## src/design/nac_pkg.sv

```systemverilog
package nac_pkg;

	localparam int REG_COUNT = 8;
	localparam int REG_SEL_W = $clog2(REG_COUNT);
	localparam int NIBBLE_W  = 4;
	localparam int PC_W      = 8;
	localparam int INSN_W    = 8;

	typedef logic [NIBBLE_W-1:0] nibble_t;
	typedef logic [PC_W-1:0]     pc_t;
	typedef logic [INSN_W-1:0]   insn_t;

	// instruction fields
	localparam int BRANCH_POS = 7;
	localparam int IMM_POS    = 6;
	localparam int STORE_POS  = 3;
	localparam int SIGN_POS   = NIBBLE_W - 1;

	// alu select, opcode bits 5..4
	localparam logic [1:0] ALU_ADD  = 2'd0;
	localparam logic [1:0] ALU_NAND = 2'd1;
	localparam logic [1:0] ALU_XOR  = 2'd2;
	localparam logic [1:0] ALU_MISC = 2'd3;

	// opcode bits 6..4 of the load/store group
	localparam logic [2:0] OPC_LDST = 3'd7;

	// register written by the host
	localparam logic [REG_SEL_W-1:0] HOST_REG = REG_SEL_W'(1);
	// register shown on the output port
	localparam logic [REG_SEL_W-1:0] PORT_REG = REG_SEL_W'(0);

endpackage

```

## src/design/nibble_accumulator_core_step_unit.sv

```systemverilog
// Nibble accumulator core: executes one 8-bit instruction per transfer on a
// 4-bit accumulator machine with eight 4-bit registers and an 8-bit program
// counter (ADD, NAND, XOR against a register or immediate, LOAD, STORE, and a
// branch taken when accumulator bit 3 is set). After the instruction an
// optional host write puts a nibble in register 1 and an optional restart
// clears the program counter. Each result carries the next program counter,
// the accumulator and register 0. Timing: one instruction per clock
// sustained while the result side keeps taking results; an instruction
// passes through the input register, loaded at the input transfer, and then
// the result register, loaded when the stage advances, from which the result
// is offered. The rate is set by the update of the architectural state (pc,
// accumulator, register file), which the next instruction reads. Reset clears
// pc, accumulator and all registers at once; no clearing pass is needed.
module nibble_accumulator_core_step_unit
	import nac_pkg::*;
(
	input  logic    clk,
	input  logic    arst_n,
	// instruction channel
	input  logic    in_valid,
	output logic    in_ready,
	input  insn_t   instruction,
	input  logic    host_write_valid,
	input  nibble_t host_write_value,
	input  logic    restart_pc,
	// result channel
	output logic    out_valid,
	input  logic    out_ready,
	output pc_t     next_pc,
	output nibble_t accumulator,
	output nibble_t output_port
);

	// input register stage
	logic    valid_s1;
	insn_t   insn_s1;
	logic    hw_valid_s1;
	nibble_t hw_value_s1;
	logic    restart_s1;

	// architectural state
	pc_t     pc_q;
	nibble_t acc_q;
	nibble_t rf_q [REG_COUNT];

	// result register
	logic    out_valid_q;
	pc_t     next_pc_q;
	nibble_t acc_out_q;
	nibble_t port_out_q;

	// execute stage signals
	logic                 advance;
	logic [2:0]           opc;
	logic [REG_SEL_W-1:0] rsel;
	nibble_t              operand;
	nibble_t              acc_n;
	pc_t                  pc_n;
	logic                 st_en;
	nibble_t              rf_n [REG_COUNT];

	// the stage moves when it holds an item and the result slot is free or
	// being emptied in this cycle
	assign advance  = valid_s1 && (!out_valid_q || out_ready);
	assign in_ready = !valid_s1 || advance;

	always_ff @(posedge clk or negedge arst_n) begin
		if (!arst_n) begin
			valid_s1 <= 1'b0;
		end else if (in_ready) begin
			valid_s1 <= in_valid;
		end
	end

	always_ff @(posedge clk) begin
		if (in_valid && in_ready) begin
			insn_s1     <= instruction;
			hw_valid_s1 <= host_write_valid;
			hw_value_s1 <= host_write_value;
			restart_s1  <= restart_pc;
		end
	end

	// instruction decode and execute
	assign opc  = insn_s1[6:4];
	assign rsel = insn_s1[REG_SEL_W-1:0];

	always_comb begin
		operand = insn_s1[IMM_POS] ? insn_s1[NIBBLE_W-1:0] : rf_q[rsel];
		acc_n   = acc_q;
		pc_n    = pc_q + PC_W'(1);
		st_en   = 1'b0;
		if (insn_s1[BRANCH_POS]) begin
			// branch on accumulator sign, target is the low seven bits
			if (acc_q[SIGN_POS]) begin
				pc_n = PC_W'(insn_s1[BRANCH_POS-1:0]);
			end
		end else begin
			case (opc[1:0])
				ALU_ADD:  acc_n = acc_q + operand;
				ALU_NAND: acc_n = ~(acc_q & operand);
				ALU_XOR:  acc_n = acc_q ^ operand;
				ALU_MISC: begin
					// load/store group; the other code here is a no-op
					if (opc == OPC_LDST) begin
						if (insn_s1[STORE_POS]) begin
							st_en = 1'b1;
						end else begin
							acc_n = rf_q[rsel];
						end
					end
				end
				default: acc_n = acc_q;
			endcase
		end
		if (restart_s1) begin
			pc_n = '0;
		end
	end

	// register file next value: store first, host write to register 1 wins
	always_comb begin
		for (int i = 0; i < REG_COUNT; i++) begin
			rf_n[i] = rf_q[i];
			if (st_en && rsel == REG_SEL_W'(i)) begin
				rf_n[i] = acc_q;
			end
			if (hw_valid_s1 && HOST_REG == REG_SEL_W'(i)) begin
				rf_n[i] = hw_value_s1;
			end
		end
	end

	always_ff @(posedge clk or negedge arst_n) begin
		if (!arst_n) begin
			pc_q  <= '0;
			acc_q <= '0;
			for (int i = 0; i < REG_COUNT; i++) begin
				rf_q[i] <= '0;
			end
		end else if (advance) begin
			pc_q  <= pc_n;
			acc_q <= acc_n;
			for (int i = 0; i < REG_COUNT; i++) begin
				rf_q[i] <= rf_n[i];
			end
		end
	end

	// result register, loaded together with the state
	always_ff @(posedge clk or negedge arst_n) begin
		if (!arst_n) begin
			out_valid_q <= 1'b0;
		end else if (advance) begin
			out_valid_q <= 1'b1;
		end else if (out_ready) begin
			out_valid_q <= 1'b0;
		end
	end

	always_ff @(posedge clk) begin
		if (advance) begin
			next_pc_q  <= pc_n;
			acc_out_q  <= acc_n;
			port_out_q <= rf_n[PORT_REG];
		end
	end

	assign out_valid   = out_valid_q;
	assign next_pc     = next_pc_q;
	assign accumulator = acc_out_q;
	assign output_port = port_out_q;

`ifndef NO_ASSERTIONS
	// a waiting result always mirrors the current state
	a_result_matches_state: assert property (@(posedge clk) disable iff (!arst_n)
		out_valid_q |-> (next_pc_q == pc_q && acc_out_q == acc_q &&
		port_out_q == rf_q[PORT_REG]))
		else $error("result register out of step with state");

	// restart forces the program counter to zero
	a_restart_clears_pc: assert property (@(posedge clk) disable iff (!arst_n)
		advance && restart_s1 |=> pc_q == '0)
		else $error("restart did not clear pc");

	// host write lands in register 1 whatever the instruction did
	a_host_write_wins: assert property (@(posedge clk) disable iff (!arst_n)
		advance && hw_valid_s1 |=> rf_q[HOST_REG] == $past(hw_value_s1))
		else $error("host write lost");

	// a stalled full pipe takes no new item
	a_no_overrun: assert property (@(posedge clk) disable iff (!arst_n)
		valid_s1 && out_valid_q && !out_ready |-> !in_ready)
		else $error("input accepted while pipeline blocked");
`endif

endmodule

```

## config.mk

```make
export PLATFORM = sky130hd
export DESIGN_NAME = nibble_accumulator_core_step_unit
export DESIGN_NICKNAME = d
export VERILOG_FILES = /design/src/design/nac_pkg.sv /design/src/design/nibble_accumulator_core_step_unit.sv
export SDC_FILE = /design/constraint.sdc
export NUM_CORES = 1
export LEC_CHECK = 0
export BUFFER_PORTS_ARGS = -buffer_cell sky130_fd_sc_hd__buf_2
export CAP_MARGIN = 20
export CORE_ASPECT_RATIO = 1.1
export CORE_MARGIN = 2
export CORE_UTILIZATION = 58
export CTS_CLUSTER_DIAMETER = 80
export DETAILED_ROUTE_END_ITERATION = 16
export PLACE_DENSITY = 0.76
export SETUP_SLACK_MARGIN = 0.15
export SLEW_MARGIN = 20
export SYNTH_ARGS = -nofsm -noshare
export SYNTH_HDL_FRONTEND = slang
export SYNTH_SLANG_ARGS = --single-unit
```

## constraint.sdc

```tcl
create_clock -name clk -period 8.2 [get_ports clk]
set_input_delay 0.82 -clock clk [delete_from_list [all_inputs] [get_ports clk]]
set_output_delay 0.82 -clock clk [all_outputs]
set_load 0.005 [all_outputs]
```

==> results of run 1 <==
[per-layer routing]
| metal | global-route usage | share of wire | up-vias | wire [µm] |
|---|---|---|---|---|
| met5 | 0 | 0 | - | 0 |
| met4 | 0.0955 | 0.018 | 0 | 134 |
| met3 | 0.0433 | 0.036 | 15 | 263 |
| met2 | 0.390 | 0.51 | 74 | 3760 |
| met1 | 0.307 | 0.44 | 1254 | 3220 |
| li1 | - | - | 1190 | - |
[synth_stat cells, types with 3 or more instances]
cell type	instances	area [µm²]
nor3b_1	5	37.5
mux2_2	7	78.8
nor3_1	4	20.0
xnor2_1	4	35.0
clkbuf_1	12	45.0
dfrtp_1	46	1150
nand2b_1	5	31.3
nor2b_1	5	31.3
a21oi_1	15	75.1
xor2_1	3	26.3
edfxtp_1	30	901
inv_1	4	15.0
nand2_1	30	113
o22ai_1	10	62.6
mux2i_1	5	50.1
nor2_1	16	60.1
buf_2	4	20.0
mux2_1	34	383
a21o_1	4	30.0
nand3_1	7	35.0
ha_1	6	75.1
a31oi_1	3	18.8
and3_1	3	18.8
o21ai_1	6	30.0
a211oi_1	3	22.5
o31ai_1	3	22.5
and2_1	3	18.8
[state kept, by name (all words and copies together), names as in the netlist]
| register | cells |
|---|---|
| rf_q | 32 |
| insn_s1 | 8 |
| next_pc | 8 |
| pc_q | 8 |
| acc_q | 4 |
| accumulator | 4 |
| hw_value_s1 | 4 |
| output_port | 4 |
| hw_valid_s1 | 1 |
| out_valid | 1 |
| restart_s1 | 1 |
| valid_s1 | 1 |
[worst paths after layout]
path | from | endpoint | depth (start not counted) | slack, ns
worst min register to register | valid_s1$_DFFE_PN0N_ | out_valid$_DFFE_PN0P_ | 1 | 0.49
min in group clk | valid_s1$_DFFE_PN0N_ | out_valid$_DFFE_PN0P_ | 1 | 0.49
max in group asynchronous | arst_n | rf_q[16]$_DFFE_PN0P_ | 1 | 7.33
worst max-delay path | insn_s1[0]$_DFFE_PP_ | accumulator[3]$_DFFE_PP_ | 9 | 4.70
worst min-delay path | arst_n | out_valid$_DFFE_PN0P_ | 1 | 0.47
worst max register to register | insn_s1[0]$_DFFE_PP_ | accumulator[3]$_DFFE_PP_ | 9 | 4.70
[worst max-delay path, cell delays in order, from the launching register on]
cell and delay (ns):
edfxtp_1 0.91, mux4_1 0.64, mux2_2 0.29, mux2_2 0.28, ha_1 0.20, a21o_1 0.18, a21oi_1 0.21, o31a_1 0.17
o221ai_2 0.10, mux2_2 0.27
[power breakdown]
part           internal [mW]  leakage (nW)  switching, mW  total [mW]
registers              0.449         0.902         0.0711       0.520
clock network          0.172         0.107          0.138       0.310
logic                 0.0837         0.852         0.0873       0.171
[cell type report]
cell class	count	area, µm²	share of cell area
flip-flops and latches	76	2050	0.497
multi-input cells	208	1560	0.379
repair buffers	35	178	0.0431
clock buffers	10	128	0.0309
well taps	80	100	0.0243
clock inverters	6	87.6	0.0212
inverters	5	18.8	0.00455
[logic make-up after synthesis]
logic type / count (synthesis) / synth area share
DFF: 76 / 0.553
and+or+nand+nor: 87 / 0.121
xor gates and xnor gates: 7 / 0.0165
buffers and inverters: 22 / 0.0256
AOI/OAI and AO/OA: 59 / 0.106
muxes: 49 / 0.158
adders and majority gates: 6 / 0.0202
[through the flow]
stage / util / instance area, µm² / std cells / hold slack, ns / power [mW]
after global routing: 0.666 / 4130 / 420 / 0.507 / 1.05
after global placement: 0.631 / 3910 / 404 / 0.467 / 0.688
after CTS: 0.666 / 4120 / 420 / 0.490 / 1.00
after floorplan: - / 3710 / 306 / 0.449 / 0.634
after detailed placement: 0.631 / 3910 / 404 / 0.471 / 0.697
final: 0.666 / 4130 / 420 / 0.475 / 1.00
==> out/metrics.csv, run 1 <==
stage,metric,value,unit
finish,layout_commonest_cell,dfrtp_1,
finish,final_cell_mix,"dfrtp_1 (46), mux2_1 (34), buf_2 (34), nand2_1 (30), edfxtp_1 (30)",
finish,fill_cells,465,
grt,grt_pass1_vias,2486,
floorplanning,rows,30,
timing,setup_ws,4.70,ns
timing,skew,0.0147,ns
clocking,postCtsSetupBuffers,0,
clocking,numCtsBuffers,9,
grt,antenna_found_initial,0,
synth,synth_nets,330,
drt,avgRoutedWirePerCell,17.6,µm
synth,ys_warn_count,0,
floorplanning,initial_core_util,0.599,
clocking,insertion_delay,0.36,ns
timing,max-slew-margin-rel,0.433,
floorplanning,die_area,7050,µm²
critical_path,cp.required,8.31,ns
grt,grt_pass1_wl,12.2,mm
finish,fin_nets,359,
drt,drc,0,
timing,hold_viol_final,0,
power,total_leakage_power,1.86,nW
synth,synth_seq_cells,76,
job,cap_viol_max_count,0,
timing,finalCritPeriodShare,0.427,
clocking,cts_tree,built,
timing,worstMarginPinSlew,0.851,ns
critical_path,critPathMaxFanout,21,
floorplanning,die_y,87.9,µm
timing,finalCriticalPeriod,3.50,ns
synth,synthCells,306,
timing,rsz0062_at_grt,no,
drt,drt_wl_total,7.38,mm
synth,synth_ff_type,dfrtp_1,
critical_path,worst_ep_arrival_time,3.61,ns
clocking,hold_buffers,0,
critical_path,worstSetupEndpointType,flop,
placed_design,dp_hpwl,4.94,mm
grt,grt_max_degree,47,
drt,avgViaCountPerCell,6.03,
clocking,clkTransAtPathRegs,0.08,ns
synth,syn-cell-area,3710,µm²
finish,antennaDiodeCount,0,
min_path,hold_class,primary input to async pin,
floorplanning,coreArea,6190,µm²
clocking,cts_max_path_buffers,2,
power,vdd_drop_max,0.130,mV
floorplanning,die_w,80.3,µm
clocking,h-tree-depth,3,
finish,syn_to_final_growth,11.2,%
outcome,status,finished clean,
timing,finalMaxSlewViolations,0,
floorplanning,ioPinCount,36,
timing,finalSetupTns,0,ns
critical_path,worstSetupPathType,flop to flop,
grt,grtUsageTotal,0.235,
clocking,cts-root-buf,clkbuf_8,
critical_path,crit_path_start_kind,flop,
drt,drtPass1Iterations,4,
timing,max_freq,286,MHz
finish,drive_gt1_frac,0.185,
synth,synth_area_per_cell,12.1,µm²
drt,drtIter0Drc,129,
synth,ys_seq_area_frac,0.553,
placed_design,gp_congestion,0.869,
synth,ys_async_sr_fraction,0.605,
timing,finalSetupViolCount,0,
clocking,ctsResizeCount,0,
power,p_per_area,243,nW/µm²
synth,ys_types,50,
drt,ant_nets,0,
placed_design,placement.io_buffers,35,
placed_design,pre_cts_slack,4.73,ns
drt,num_vias,2533,
synth,synth_edf_count,30,
clocking,clock-sinks,76,
grt,grt_overflow,0,
Power figures use the tool's default switching activity.
==> run 2, diff against run 1 <==
--- a/config.mk
+++ b/config.mk
@@ -9,10 +9,10 @@
 export CAP_MARGIN = 20
 export CORE_ASPECT_RATIO = 1.1
 export CORE_MARGIN = 2
-export CORE_UTILIZATION = 58
+export CORE_UTILIZATION = 53
 export CTS_CLUSTER_DIAMETER = 80
 export DETAILED_ROUTE_END_ITERATION = 16
-export PLACE_DENSITY = 0.76
+export PLACE_DENSITY = 0.73
 export SETUP_SLACK_MARGIN = 0.15
 export SLEW_MARGIN = 20
 export SYNTH_ARGS = -nofsm -noshare
==> constraint.sdc (replaced) <==
create_clock -name clk -period 2.95 [get_ports clk]
set_input_delay 0.295 -clock clk [delete_from_list [all_inputs] [get_ports clk]]
set_output_delay 0.295 -clock clk [all_outputs]
set_load 0.005 [all_outputs]
==> run 2 against run 1 <==
  * Via count increased by 2.4%
  * Critical path depth unchanged
  * Maximum frequency increased by 21%
  * Critical endpoint unchanged
  * Largest cell class unchanged
==> out/metrics.csv, run 2 (synthesis gave the netlist of run 1 again) <==
stage,metric,value,unit
power,power_frac_comb,0.210,
placed_design,dp_hpwl,5.52,mm
power,clockPowerShare,0.280,
grt,grt_pass1_wl,13.4,mm
finish,final_cell_mix,"dfrtp_1 (46), mux2_1 (34), buf_2 (34), nand2_1 (30), edfxtp_1 (30)",
drt,drc,0,
finish,syn_to_final_growth,15.4,%
clocking,cts-root-buf,clkbuf_8,
power,swShare,0.303,
grt,grt_max_degree,47,
timing,finalCriticalPeriod,2.89,ns
floorplanning,rows,31,
job,cap_viol_max_count,0,
timing,max_freq,346,MHz
drt,avgRoutedWirePerCell,18.8,µm
min_path,hold_class,primary input to flop,
min_path,min_from,instruction[7],
power,switchingPower,0.847,mW
drt,num_vias,2593,
grt,grt_pass1_vias,2727,
floorplanning,die_area,7690,µm²
timing,hold_viol_final,0,
floorplanning,ioPinCount,36,
finish,top_register,rf_q,
drt,drtIter0Drc,139,
timing,skew,0.00629,ns
power,vdd_drop_max,0.478,mV
critical_path,path_buf_inv,0,
critical_path,crit_chain,mux4_2 -> mux2_4 -> mux2_2 -> ha_2 -> a21o_1 -> a21oi_2 -> o31a_1 -> o221ai_2 -> mux2_4,
clocking,clkTransAtPathRegs,0.08,ns
timing,worstMarginPinSlew,0.826,ns
grt,antenna_found_initial,0,
drt,avgViaCountPerCell,5.92,
critical_path,crit_top_cell,mux2_4,
power,total_leakage_power,1.93,nW
finish,antennaDiodeCount,0,
outcome,status,finished clean,
placed_design,pre_cts_slack,0.0308,ns
drt,ant_nets,0,
placed_design,gp_congestion,0.867,
critical_path,r2r-start,insn_s1[0]$_DFFE_PP_,
timing,finalSetupViolCount,0,
finish,drive_gt1_frac,0.247,
critical_path,worstSetupStartpoint,insn_s1[0]$_DFFE_PP_,
finish,layout_commonest_cell,dfrtp_1,
timing,finalCritPeriodShare,0.979,
placed_design,placement.io_buffers,35,
drt,drt_wl_total,8.22,mm
floorplanning,initial_core_util,0.556,
critical_path,cpPeakStageDelay,0.53,ns
clocking,clock-sinks,76,
finish,largest_reg_flops,32,
drt,drtPass1Iterations,4,
timing,setup_ws,0.0610,ns
power,total_power,2.80,mW
clocking,cts_max_path_buffers,2,
grt,grt_overflow,0,
floorplanning,coreArea,6670,µm²
power,p_int,1.95,mW
critical_path,worstSetupEndpointType,flop,
critical_path,slowest_stage,mux4_2,
power,power_frac_seq,0.510,
grt,grtUsageTotal,0.227,
finish,fill_cells,527,
clocking,numCtsBuffers,9,
timing,finalMaxSlewViolations,0,
clocking,h-tree-depth,3,
critical_path,crit_path_start_kind,flop,
timing,rsz0062_at_grt,yes,
clocking,cts_tree,built,
critical_path,cp.required,3.06,ns
critical_path,worst_ep_arrival_time,3.00,ns
finish,fin_nets,375,
floorplanning,die_y,91.7,µm
critical_path,worstSetupPathType,flop to flop,
power,p_per_area,653,nW/µm²
clocking,insertion_delay,0.36,ns
timing,max-slew-margin-rel,0.450,
floorplanning,die_w,83.8,µm
critical_path,critPathMaxFanout,4,
critical_path,crit_family,multiplexers,
==> run 2: changes by cell type in the layout (fill, tap and decap cells not counted), sizes merged <==
cell         change
dlygate4sd3      +1
clkbuf           +1
buf             +15
clkinv           +2
bufinv           -1
inv              -2
==> run 2: layout make-up <==
| cell class | count | area (µm²) | share of cell area |
|---|---|---|---|
| Sequential cell | 76 | 2050 | 0.479 |
| Multi-Input combinational cell | 208 | 1610 | 0.377 |
| Timing Repair Buffer | 51 | 304 | 0.0710 |
| Clock buffer | 11 | 141 | 0.0330 |
| Tap cell | 82 | 103 | 0.0240 |
| Clock inverter | 5 | 51.3 | 0.0120 |
| Inverter | 5 | 18.8 | 0.00438 |
==> run 2: metrics by stage <==
stage	TNS, ns	hold WS, ns	std cells	cell area (µm²)	util
floorplan	0	-0.000591	306	3710	-
global placement	0	0.465	416	3990	0.598
detailed placement	0	0.473	416	3990	0.598
CTS	0	0.0976	435	4200	0.630
global route	-0.118	0.101	438	4280	0.642
finish	0	0.107	438	4280	0.642
==> run 2: power by group through the flow <==
stage               clock network, mW  logic, mW  registers (mW)
global placement                    0      0.505            1.43
CTS                             0.794      0.539            1.42
finish                          0.783      0.588            1.42
global route                    0.838      0.653            1.44
floorplan                           0      0.413            1.35
detailed placement                  0      0.520            1.44
==> run 2: timing repair <==
item | in CTS | in global routing
pin swaps | 2 | 5
resized for setup | 4 | 12
setup endpoints to repair | 2 | 6
hold buffers | 0 | 1
hold endpoints to repair | 0 | 9
buffers inserted | 3 | 2
==> run 2: path summary, 6_finish.rpt <==
path                       slack, ns  cells after the start                  endpoint
max                             0.06                      9  accumulator[3]$_DFFE_PP_
min                             0.11                      1      insn_s1[7]$_DFFE_PP_
max reg2reg                     0.06                      9  accumulator[3]$_DFFE_PP_
min reg2reg                     0.49                      1     out_valid$_DFFE_PN0P_
max in group asynchronous       2.04                      2      acc_q[0]$_DFFE_PN0P_
min in group asynchronous       0.49                      2      valid_s1$_DFFE_PN0N_
==> run 2: worst register-to-register path, cell delays in order, from the launching register on <==
cell and delay (ns):
edfxtp_1 0.46, mux4_2 0.53, mux2_4 0.28, mux2_2 0.28, ha_2 0.18, a21o_1 0.19
a21oi_2 0.18, o31a_1 0.16, o221ai_2 0.11, mux2_4 0.28
==> run 2: metal layers <==
layer	part of all wire	track usage	vias up
met4	0.032	0.124	0
met2	0.50	0.385	64
li1	-	-	1216
met5	0	0	-
met3	0.041	0.0369	24
met1	0.43	0.277	1289
==> run 3, diff against run 2 <==
--- a/config.mk
+++ b/config.mk
@@ -7,9 +7,11 @@
 export LEC_CHECK = 0
 export BUFFER_PORTS_ARGS = -buffer_cell sky130_fd_sc_hd__buf_2
 export CAP_MARGIN = 20
+export CELL_PAD_IN_SITES_DETAIL_PLACEMENT = 0
+export CELL_PAD_IN_SITES_GLOBAL_PLACEMENT = 2
 export CORE_ASPECT_RATIO = 1.1
 export CORE_MARGIN = 2
-export CORE_UTILIZATION = 53
+export CORE_UTILIZATION = 36
 export CTS_CLUSTER_DIAMETER = 80
 export DETAILED_ROUTE_END_ITERATION = 16
 export PLACE_DENSITY = 0.73
==> run 3 against run 2 <==
  * Register-to-register slack gained 0.03 ns
  * Combinational power up 5.3%
  * Critical path depth rose by 2
  * Critical path type unchanged
  * Final cell count increased by 12%
==> out/metrics.csv, run 3 (synthesis gave the netlist of run 1 again) <==
stage,metric,value,unit
placed_design,pre_cts_slack,0.0366,ns
timing,hold_viol_final,0,
timing,rsz0062_at_grt,yes,
power,total_leakage_power,2.02,nW
critical_path,crit_path_start_kind,flop,
placed_design,dp_cells,459,
finish,fin_nets,390,
timing,setup_ws,0.0898,ns
grt,grt_max_degree,47,
timing,finalCriticalPeriod,2.86,ns
placed_design,placement.io_buffers,35,
placed_design,gp_congestion,0.813,
finish,syn_to_final_growth,20.6,%
floorplanning,die_area,11100,µm²
power,p_int,2.01,mW
critical_path,worstSetupStartpoint,insn_s1[0]$_DFFE_PP_,
power,power_frac_comb,0.215,
finish,final_cell_mix,"dfrtp_1 (46), mux2_1 (34), buf_2 (34), edfxtp_1 (30), nand2_1 (29)",
power,swShare,0.302,
floorplanning,initial_core_util,0.373,
floorplanning,die_y,110,µm
drt,avgViaCountPerCell,5.26,
finish,layout_commonest_cell,dfrtp_1,
timing,max-slew-margin-rel,0.523,
timing,finalCritPeriodShare,0.970,
finish,antennaDiodeCount,0,
timing,skew,0.00358,ns
clocking,cts-root-buf,clkbuf_8,
drt,avgRoutedWirePerCell,17.5,µm
timing,finalSetupViolCount,0,
floorplanning,die_w,101,µm
critical_path,slowest_stage,mux4_2,
critical_path,worstSetupEndpointType,flop,
critical_path,cp.required,3.06,ns
min_path,whs_path_depth,1,
finish,largest_reg_flops,32,
floorplanning,coreArea,9940,µm²
drt,num_vias,2582,
clocking,cts_tree,built,
grt,grtUsageTotal,0.166,
power,clockPowerShare,0.286,
clocking,clkTransAtPathRegs,0.08,ns
grt,grt_pass1_wl,14.2,mm
drt,drtIter0Drc,123,
drt,ant_nets,0,
power,vdd_drop_max,0.303,mV
clocking,cts_max_path_buffers,2,
min_path,hold_class,primary input to flop,
clocking,h-tree-depth,3,
clocking,insertion_delay,0.35,ns
job,cap_viol_max_count,0,
clocking,numCtsBuffers,9,
clocking,clock-sinks,76,
timing,max_freq,350,MHz
critical_path,r2r-start,insn_s1[0]$_DFFE_PP_,
grt,grt_pass1_vias,2688,
timing,worstMarginPinSlew,0.715,ns
drt,drtPass1Iterations,4,
finish,drive_gt1_frac,0.283,
finish,top_register,rf_q,
critical_path,critPathMaxFanout,5,
drt,drc,0,
power,p_per_area,642,nW/µm²
drt,drt_wl_total,8.57,mm
min_path,min_from,host_write_value[2],
critical_path,worstSetupPathType,flop to flop,
power,power_frac_seq,0.499,
critical_path,worst_ep_arrival_time,2.97,ns
floorplanning,rows,38,
finish,fill_cells,925,
placed_design,dp_hpwl,5.71,mm
grt,grt_overflow,0,
critical_path,crit_chain,buf_6 -> mux4_2 -> o32ai_2 -> a21o_1 -> o21ai_1 -> ha_1 -> nor2b_4 -> a31oi_1 -> a2bb2oi_2 -> o221ai_2 -> mux2_4,
finish,final_cell_count_no_fill,491,
grt,antenna_found_initial,0,
critical_path,reg2reg_depth,11,
power,total_power,2.87,mW
floorplanning,ioPinCount,36,
outcome,status,finished clean,
power,switchingPower,0.869,mW
timing,finalMaxSlewViolations,0,
critical_path,cpPeakStageDelay,0.49,ns
==> run 3: worst max-delay path, delay by kind of cell (launching register included) <==
kind / cells / cell delay (ns)
DFF: 1 / 0.47
muxes: 2 / 0.77
AOI/OAI and AO/OA: 6 / 0.75
adders and majority gates: 1 / 0.31
and+or+nand+nor: 1 / 0.14
buffers and inverters: 1 / 0.16
==> run 3: path summary, 6_finish.rpt <==
check / endpoint / slack, ns
worst min-delay path: hw_value_s1[2]$_DFFE_PP_ / 0.11
min in group asynchronous: rf_q[18]$_DFFE_PN0P_ / 0.50
worst max register to register: accumulator[3]$_DFFE_PP_ / 0.09
max in group asynchronous: rf_q[13]$_DFFE_PN0P_ / 2.04
worst min register to register: rf_q[20]$_DFFE_PN0P_ / 0.48
worst max-delay path: accumulator[3]$_DFFE_PP_ / 0.09
==> run 3: metrics by stage <==
stage               hold WS, ns   util  area, µm²  setup TNS, ns
floorplan             -0.000591      -       3710              0
global placement          0.469  0.410       4070              0
detailed placement        0.473  0.410       4070              0
CTS                      0.0972  0.435       4320              0
global route             0.0824  0.450       4480        -0.0512
finish                    0.111  0.450       4480              0
==> run 3: final cells by class <==
cell class,count,area [µm²],area share
clock inverter,4,47.5,0.0106
tap,120,150,0.0335
sequential,76,2050,0.458
multi-input combinational,208,1630,0.364
inverter,5,18.8,0.00419
timing repair buffer,66,424,0.0948
clock buffer,12,155,0.0347
==> run 3: timing repair <==
action	4_1_cts	5_1_grt
resized for setup	5	16
pin swaps	3	17
endpoints found under the setup margin	2	6
hold buffers	0	1
buffers inserted	4	11
hold endpoints to repair	0	34
==> run 3: routing by layer <==
layer	track usage	vias to the layer above	wire length (µm)
li1	-	1248	-
met1	0.234	1263	4090
met2	0.248	55	3990
met3	0.0380	16	310
met4	0.0603	0	183
met5	0	-	0
==> run 3: power groups by stage <==
stage          logic (mW)  registers [mW]  clock network, mW
2_1_floorplan       0.413            1.35                  0
6_report            0.619            1.43              0.822
3_3_place_gp        0.531            1.45                  0
3_5_place_dp        0.537            1.45                  0
5_1_grt             0.695            1.46              0.902
4_1_cts             0.564            1.43              0.839
